File: src/hdl/pli_pkg.sv
// Package of the piecewise linear interpolator: field widths, codes and
// the command/status structs between controller and datapath. No dependencies.
`default_nettype none

package pli_pkg;

	localparam int IDX_W          = 6;
	localparam int TIME_W         = 32;
	localparam int VAL_W          = 48;
	localparam int PC_W           = 7;
	localparam int MAX_POINTS_DEF = 64;
	localparam int DIV_STEPS      = 48;
	localparam int DIV_CNT_W      = 6;

	localparam logic [PC_W-1:0] PC_RESET = 7'd2;

	localparam logic OP_LOAD  = 1'b0;
	localparam logic OP_QUERY = 1'b1;

	typedef struct packed {
		logic             load;
		logic             rd_en;
		logic             latch_q;
		logic             shift_prev;
		logic             clamp_lo;
		logic             clamp_hi;
		logic             setup;
		logic             mul_lo;
		logic             mul_hi;
		logic             add;
		logic             div_step;
		logic             finish;
		logic             load_out;
		logic [IDX_W-1:0] seg;
	} cmd_t;

	typedef struct packed {
		logic q_le_t;
	} sts_t;

endpackage

`default_nettype wire

File: src/hdl/pli_ctrl.sv
// Interpolator controller: point count register, one-hot sequencer for
// search, multiply and divide, and the output valid flag. Uses pli_pkg.
`default_nettype none

module pli_ctrl #(
	parameter int MAX_POINTS = pli_pkg::MAX_POINTS_DEF,
	localparam int AW = $clog2(MAX_POINTS)
) (
	input  wire logic                       clk,
	input  wire logic                       arst_n,
	input  wire logic                       cfg_we,
	input  wire logic [pli_pkg::PC_W-1:0]   cfg_wdata,
	input  wire logic                       in_valid,
	input  wire logic                       in_op,
	output logic                            in_ready,
	output logic                            out_valid,
	input  wire logic                       out_ready,
	output logic [AW-1:0]                   rd_addr,
	output pli_pkg::cmd_t                   cmd,
	input  wire pli_pkg::sts_t              sts
);
	import pli_pkg::*;

	localparam int NW = AW + 1;
	localparam logic [DIV_CNT_W-1:0] DIV_LAST = DIV_CNT_W'(DIV_STEPS - 1);

	typedef enum logic [8:0] {
		S_IDLE   = 9'b000000001,
		S_FIRST  = 9'b000000010,
		S_SCAN   = 9'b000000100,
		S_MUL_LO = 9'b000001000,
		S_MUL_HI = 9'b000010000,
		S_ADD    = 9'b000100000,
		S_DIV    = 9'b001000000,
		S_FINISH = 9'b010000000,
		S_DONE   = 9'b100000000
	} state_t;

	state_t               state_q, state_d;
	logic [PC_W-1:0]      pc_q;
	logic [AW-1:0]        idx_q, last_q;
	logic [DIV_CNT_W-1:0] div_cnt_q;
	logic                 out_valid_q;
	logic [NW-1:0]        n_eff;

	// clamp point count to [2, MAX_POINTS]
	always_comb begin
		if (pc_q < PC_W'(2))
			n_eff = NW'(2);
		else if (32'(pc_q) > MAX_POINTS)
			n_eff = NW'(MAX_POINTS);
		else
			n_eff = NW'(pc_q);
	end

	assign in_ready  = state_q == S_IDLE;
	assign out_valid = out_valid_q;

	always_comb begin
		cmd     = '0;
		cmd.seg = IDX_W'(idx_q);
		rd_addr = '0;
		state_d = state_q;
		case (state_q)
			S_IDLE: begin
				if (in_valid) begin
					if (in_op == OP_QUERY) begin
						cmd.rd_en   = 1'b1;
						cmd.latch_q = 1'b1;
						state_d     = S_FIRST;
					end else begin
						cmd.load = 1'b1;
					end
				end
			end
			S_FIRST: begin
				if (sts.q_le_t) begin
					cmd.clamp_lo = 1'b1;
					state_d      = S_DONE;
				end else begin
					cmd.shift_prev = 1'b1;
					cmd.rd_en      = 1'b1;
					rd_addr        = AW'(1);
					state_d        = S_SCAN;
				end
			end
			S_SCAN: begin
				if (sts.q_le_t) begin
					cmd.setup = 1'b1;
					state_d   = S_MUL_LO;
				end else if (idx_q == last_q) begin
					cmd.clamp_hi = 1'b1;
					state_d      = S_DONE;
				end else begin
					cmd.shift_prev = 1'b1;
					cmd.rd_en      = 1'b1;
					rd_addr        = idx_q + AW'(1);
				end
			end
			S_MUL_LO: begin
				cmd.mul_lo = 1'b1;
				state_d    = S_MUL_HI;
			end
			S_MUL_HI: begin
				cmd.mul_hi = 1'b1;
				state_d    = S_ADD;
			end
			S_ADD: begin
				cmd.add = 1'b1;
				state_d = S_DIV;
			end
			S_DIV: begin
				cmd.div_step = 1'b1;
				if (div_cnt_q == DIV_LAST)
					state_d = S_FINISH;
			end
			S_FINISH: begin
				cmd.finish = 1'b1;
				state_d    = S_DONE;
			end
			S_DONE: begin
				if (!out_valid_q || out_ready) begin
					cmd.load_out = 1'b1;
					state_d      = S_IDLE;
				end
			end
			default: begin
				state_d = S_IDLE;
			end
		endcase
	end

	always_ff @(posedge clk or negedge arst_n) begin
		if (!arst_n) begin
			state_q     <= S_IDLE;
			pc_q        <= PC_RESET;
			idx_q       <= '0;
			last_q      <= '0;
			div_cnt_q   <= '0;
			out_valid_q <= 1'b0;
		end else begin
			state_q <= state_d;
			if (cfg_we)
				pc_q <= cfg_wdata;
			if (state_q == S_IDLE)
				idx_q <= '0;
			else if (cmd.shift_prev)
				idx_q <= rd_addr;
			if (cmd.latch_q)
				last_q <= AW'(n_eff - NW'(1));
			if (cmd.add)
				div_cnt_q <= '0;
			else if (cmd.div_step)
				div_cnt_q <= div_cnt_q + DIV_CNT_W'(1);
			if (cmd.load_out)
				out_valid_q <= 1'b1;
			else if (out_ready)
				out_valid_q <= 1'b0;
		end
	end

endmodule

`default_nettype wire

File: config.mk
export PLATFORM = sky130hd
export DESIGN_NAME = pli_ctrl
export DESIGN_NICKNAME = d
export VERILOG_FILES = /design/src/hdl/pli_pkg.sv /design/src/hdl/pli_ctrl.sv
export SDC_FILE = /design/constraint.sdc
export NUM_CORES = 1
export LEC_CHECK = 0
export ABC_CLOCK_PERIOD_IN_PS = 3350
export BUFFER_PORTS_ARGS = -buffer_cell sky130_fd_sc_hd__buf_4
export CORE_ASPECT_RATIO = 1.2
export CORE_MARGIN = 5
export CORE_UTILIZATION = 55
export DETAILED_ROUTE_END_ITERATION = 10
export PLACE_DENSITY = 0.84
export SKIP_CTS_REPAIR_TIMING = 1
export SLEW_MARGIN = 5
export SYNTH_ARGS = -nofsm -noshare
export SYNTH_HDL_FRONTEND = slang
export SYNTH_SLANG_ARGS = --single-unit
File: constraint.sdc
create_clock -name clk -period 3.35 [get_ports clk]
set_input_delay 0.1675 -clock clk [delete_from_list [all_inputs] [get_ports clk]]
set_output_delay 0.1675 -clock clk [all_outputs]
set_load 0.02 [all_outputs]
; ---- Word-level counts from Yosys, hierarchy flattened
; Cells that the tools add are included.
[totals]
rom_bits = 0
input_bits = 14
ramBits = 0
regBits = 35
n_memories = 0
latchBits = 0
[classes]
mul = 0
shifts = 0
add_sub_neg = 3
muxes = 42
order_cmp = 2
div_mod_pow = 0
bitwise = 0
reduce_logical = 6
n_eq_ne = 16
[ops]
columns = operator, n
row1 = one-hot mux 9 bit (9 select lines), 1
row2 = 2-to-1 mux 9 bit, 7
row3 = 2-to-1 mux 6 bit, 8
row4 = 2-to-1 mux 1 bit, 20
row5 = adder 6 x 1 -> 6 bit (second input constant), 2
row6 = one-hot mux 6 bit (2 select lines), 1
row7 = equality test 9 x 1 -> 1 bit (second input constant), 1
row8 = equality test 9 x 2 -> 1 bit (second input constant), 1
row9 = equality test 9 x 3 -> 1 bit (second input constant), 1
row10 = equality test 9 x 4 -> 1 bit (second input constant), 1
row11 = equality test 9 x 5 -> 1 bit (second input constant), 1
row12 = equality test 9 x 6 -> 1 bit (second input constant), 1
row13 = equality test 9 x 7 -> 1 bit (second input constant), 1
row14 = equality test 9 x 8 -> 1 bit (second input constant), 1
row15 = equality test 9 bit (second input constant), 1
row16 = != test 2 bit (second input constant), 4
row17 = > comparator 7 bit (second input constant), 1
row18 = < comparator 7 x 2 -> 1 bit (second input constant), 1
row19 = equality test 6 bit, 1
row20 = equality test 6 bit (second input constant), 1
row21 = nonzero test 2 bit, 3
row22 = subtractor 6 x 1 -> 6 bit (second input constant), 1
row23 = AND reduction 5 bit, 1
row24 = 2-to-1 mux 2 bit, 2
row25 = other kinds (6), 6

; ---- Logic depth before layout (Yosys ltp)
[logic_depth]
word_depth = 6
ltp_mapped = 7
depth_no_buf = 7

; ---- Worst setup path before layout
; OpenSTA, ideal clock, no wires.
[synth_path]
kind = register -> register
start = register state_q[8]
end = register state_q[8]
stages_incl_launch_ff = 6
path_slack_ns = 1.288
setup_time_ns = 0.068
n_path_buf = 0
arrival_ns = 1.994
synth_period_minus_slack_ns = 2.062
path_cell_list = dfrtp_1 nor4_4 nand2_1 nor4b_1 o31ai_1 nand2_1
[synth_via]
elab_chain_len = 3
word_cells_on_any_way = 16
[synth_rtl]
columns = item, line
row1 = start: declaration, pli_ctrl.sv:39  ; state_t state_q, state_d;
row2 = start signal: assignment, pli_ctrl.sv:142  ; state_q <= state_d;
row3 = "equality test 9 x 3 -> 1 bit, or another cell as far along", pli_ctrl.sv:64  ; case (state_q)
row4 = != test 3 bit (no source line) or != test 2 bit (tied branches), --
row5 = AND reduction 5 bit (no source line), --
; Parallel ways exist; a longest one is shown, timed or not.
; A chain may end at the register's enable or synchronous reset.

==> flow_summary.toml <==
[synth]
yosysSeqAreaShare_pct = 44.8
synth_area_per_cell_sq_um = 10.1
synth_area_in_simple_gates_pct = 25.3
yosysUniqueCellTypes = 48
synth_cells = 195
post_synth_xor_area_fraction_pct = 6.70
synthMuxAreaShare_pct = 4.02
synth_adder_area_share_pct = 1.91
yosys.area.top_type = "sky130_fd_sc_hd__dfrtp_1"
synthesis.nets = 212
synth_edf_count = 0
synthArstFlopShare_pct = 100
dominant_combinational_cell_family_by_area_after_synthesis = "simple AND/OR/NAND/NOR gates"
synth_compound_area_share_pct = 12.9
syn_area_sq_um = 1960
synth_top_cells_by_area = "sky130_fd_sc_hd__dfrtp_1 (42%), sky130_fd_sc_hd__xor2_1 (4.9%), sky130_fd_sc_hd__mux2_2 (4.0%), sky130_fd_sc_hd__nor2_1 (3.3%), sky130_fd_sc_hd__nand2_1 (3.1%)"
synth.ff_latch_count = 35
synth_largest_type_area_fraction_pct = 42.1
ys.flop_type = "sky130_fd_sc_hd__dfrtp_1"
synthesis.yosys.warnings = 0

[timing]
layout_min_cycle_time_ps = 2630
timing_max_transition_violations_final = 0
relSlewSlack_pct = 53.2
max_clock_freq_mhz = 380
final.setup.tns_ps = 0
worst_clock_skew_ps = 4.83
tightestPinTransition_ps = 700
grt_setup_unrepaired = "no"
post-route-period-util_pct = 78.6
fin_ws_ps = 717
timing.final.hold_violations = 0
report.final.setup_viol = 0

[min_path]
min-delay-path-class = "in -> reg"

[placed_design]
final_gp_congestion = 0.899
hpwl_mm = 3.08
input_output_buffers = 40
post-place-ws_ps = 951
dp.cells = 264

[cells_and_area]
top_library_cells_by_usage_in_the_layout_fill_and_taps_aside = "sky130_fd_sc_hd__buf_4 (40), sky130_fd_sc_hd__dfrtp_1 (33), sky130_fd_sc_hd__nor2_1 (17), sky130_fd_sc_hd__nand2_1 (16)"
final_cells = 273
flow.area_growth_from_synthesis_pct = 20.4
insertedDiodeCount = 0
final_common_cell = "sky130_fd_sc_hd__buf_4"
num-nets-final = 252
fillers = 284
post_route_cells_drive_above_1_share_pct = 29.2

[drt]
wl_met3_microns = 246
initialDrtViolationCount = 104
route.met2.wl_mm = 1.97
route.layer.met1.wl_mm = 1.75
highest-signal-layer = "met4"
vias = 1572
avgViaCountPerCell = 5.76
first_pass_iters = 4
wl_per_cell_microns = 15.0
count_of_nets_left_with_antenna_violations_after_detail_routing = 0
detail_route.drc_violations = 0
routed_wirelength_mm = 4.09

[setup_path]
crit_arrival_ps = 2470
path_cells = "nor3_4, nand4b_1, nor2_1, buf_4"
critical_path.slowest_cell = "sky130_fd_sc_hd__nor2_1"
critical_path.max_fanout = 11
timing.critical_path.required_ps = 3180
cpPeakStageDelay_ps = 660
worstPathBufferInverterCount = 1
criticalPathCategory = "reg -> out"
cpLargestDelayFamily = "simple AND/OR/NAND/NOR gates"
critPathLaunchType = "flip-flop"
kind_of_end_point_of_the_critical_path = "output pin"

[clocking]
cts.sinks = 35
worst_setup_hold_path_clk_slew_ps = 70
clock_tree.htree_level_count = 2
cts_tree = "done"
clk_latency_worst_skew_pair_ps = 280
clock_path_buffers = 2
cts_inserted_buffers = 5
clk_root_buffer_cell = "sky130_fd_sc_hd__clkbuf_8"

[die]
dieWidth_microns = 64.5
initial_core_util_pct = 57.8
core-area_sq_um = 3400
design.portCount = 41
die_area_sq_um = 4870
floorplan.die.height_microns = 75.4
rows = 23

[flow_run]
maxCapViolations = 0

[global_route]
number_of_antenna_violations_at_the_first_check_in_global_routing = 0
wire_length_of_the_first_global_routing_pass_mm = 6.78
grt_pass1_vias = 1495
grt_overflow = 0
grt_max_degree = 36
overall_track_demand_over_capacity_in_global_routing_pct = 18.2

[power]
power.ir.vdd_worst_mv = 0.273
p_total_mw = 1.18
power.density_nw_per_um2 = 498
leak_nw = 1.10

[run_status]
outcome = "finished clean"
logic make-up after synthesis:
| kind of cell | count (synthesis) |
|---|---|
| simple gates | 81 |
| buf+inv | 15 |
| fa+ha+maj | 3 |
| xor+xnor | 15 |
| compound gates | 39 |
| flops | 35 |
| mux | 7 |
cell usage after synthesis, types with 2 or more instances:
master,count
sky130_fd_sc_hd__dfstp_2,2
sky130_fd_sc_hd__buf_6,2
sky130_fd_sc_hd__dfrtp_1,33
sky130_fd_sc_hd__nor2b_1,3
sky130_fd_sc_hd__xor2_1,11
sky130_fd_sc_hd__and2_1,2
sky130_fd_sc_hd__nand4_1,2
sky130_fd_sc_hd__or2b_1,2
sky130_fd_sc_hd__xnor2_1,4
sky130_fd_sc_hd__nor2_1,17
sky130_fd_sc_hd__nand3_1,3
sky130_fd_sc_hd__buf_4,4
sky130_fd_sc_hd__a31o_1,5
sky130_fd_sc_hd__a21oi_1,11
sky130_fd_sc_hd__nor4_1,2
sky130_fd_sc_hd__inv_1,6
sky130_fd_sc_hd__and3_1,2
sky130_fd_sc_hd__nand4b_1,5
sky130_fd_sc_hd__a211oi_1,4
sky130_fd_sc_hd__ha_1,3
sky130_fd_sc_hd__o21ai_0,10
sky130_fd_sc_hd__o211ai_1,2
sky130_fd_sc_hd__and4_1,2
sky130_fd_sc_hd__nor4b_1,4
sky130_fd_sc_hd__nand2_1,16
sky130_fd_sc_hd__or3_1,3
sky130_fd_sc_hd__mux2_2,7
sky130_fd_sc_hd__or2_2,3
sky130_fd_sc_hd__nor3_1,5
sky130_fd_sc_hd__nand2b_1,2
layout make-up:
| type | instances | area, sq um | area share [%] |
|---|---|---|---|
| Clock buffer | 7 | 96.3 | 4.08 |
| Clock inverter | 1 | 7.51 | 0.318 |
| Inverter | 7 | 26.3 | 1.11 |
| Multi-Input combinational cell | 145 | 997 | 42.2 |
| Sequential cell | 35 | 878 | 37.2 |
| Tap cell | 37 | 46.3 | 1.96 |
| Timing Repair Buffer | 41 | 310 | 13.1 |
per-stage QoR:
| step | hold slack [ps] | utilization (%) | area [sq um] |
|---|---|---|---|
| floorplan | -128 | - | 1960 |
| global placement | 136 | 66.2 | 2250 |
| detailed placement | 138 | 66.2 | 2250 |
| CTS | -175 | 69.3 | 2350 |
| global route | 87.8 | 69.6 | 2360 |
| finish | 98.1 | 69.6 | 2360 |
where the power goes:
part	leakage (nW)	switching, mW	internal, mW
Clock	0.0505	0.146	0.187
Sequential	0.448	0.0570	0.483
Combinational	0.604	0.173	0.131
Total	1.10	0.376	0.802
flip-flops by register name (all words and copies together), names as in the netlist:
| register | cells |
|---|---|
| last_q | 6 |
| out_valid | 1 |
| div_cnt_q | 6 |
| idx_q | 6 |
| state_q | 9 |
| pc_q | 7 |
metal layers:
layer / GRT usage [%] / up-vias
met2: 31.0 / 43
met5: 0 / -
met3: 4.72 / 9
met4: 10.8 / 0
li1: - / 782
met1: 21.1 / 738
path summary, 6_finish.rpt:
check | from | end | slack, ps | depth (start not counted)
max | state_q[4] | cmd[16] | 720 | 4
min | cfg_we | pc_q[1] | 100 | 2
max reg2reg | state_q[4] | last_q[0] | 920 | 4
min reg2reg | pc_q[1] | pc_q[1] | 520 | 2
max in group asynchronous | arst_n | state_q[0] | 2650 | 2
min in group asynchronous | arst_n | pc_q[4] | 360 | 2
Note: power is estimated with default switching activity, not from simulation.
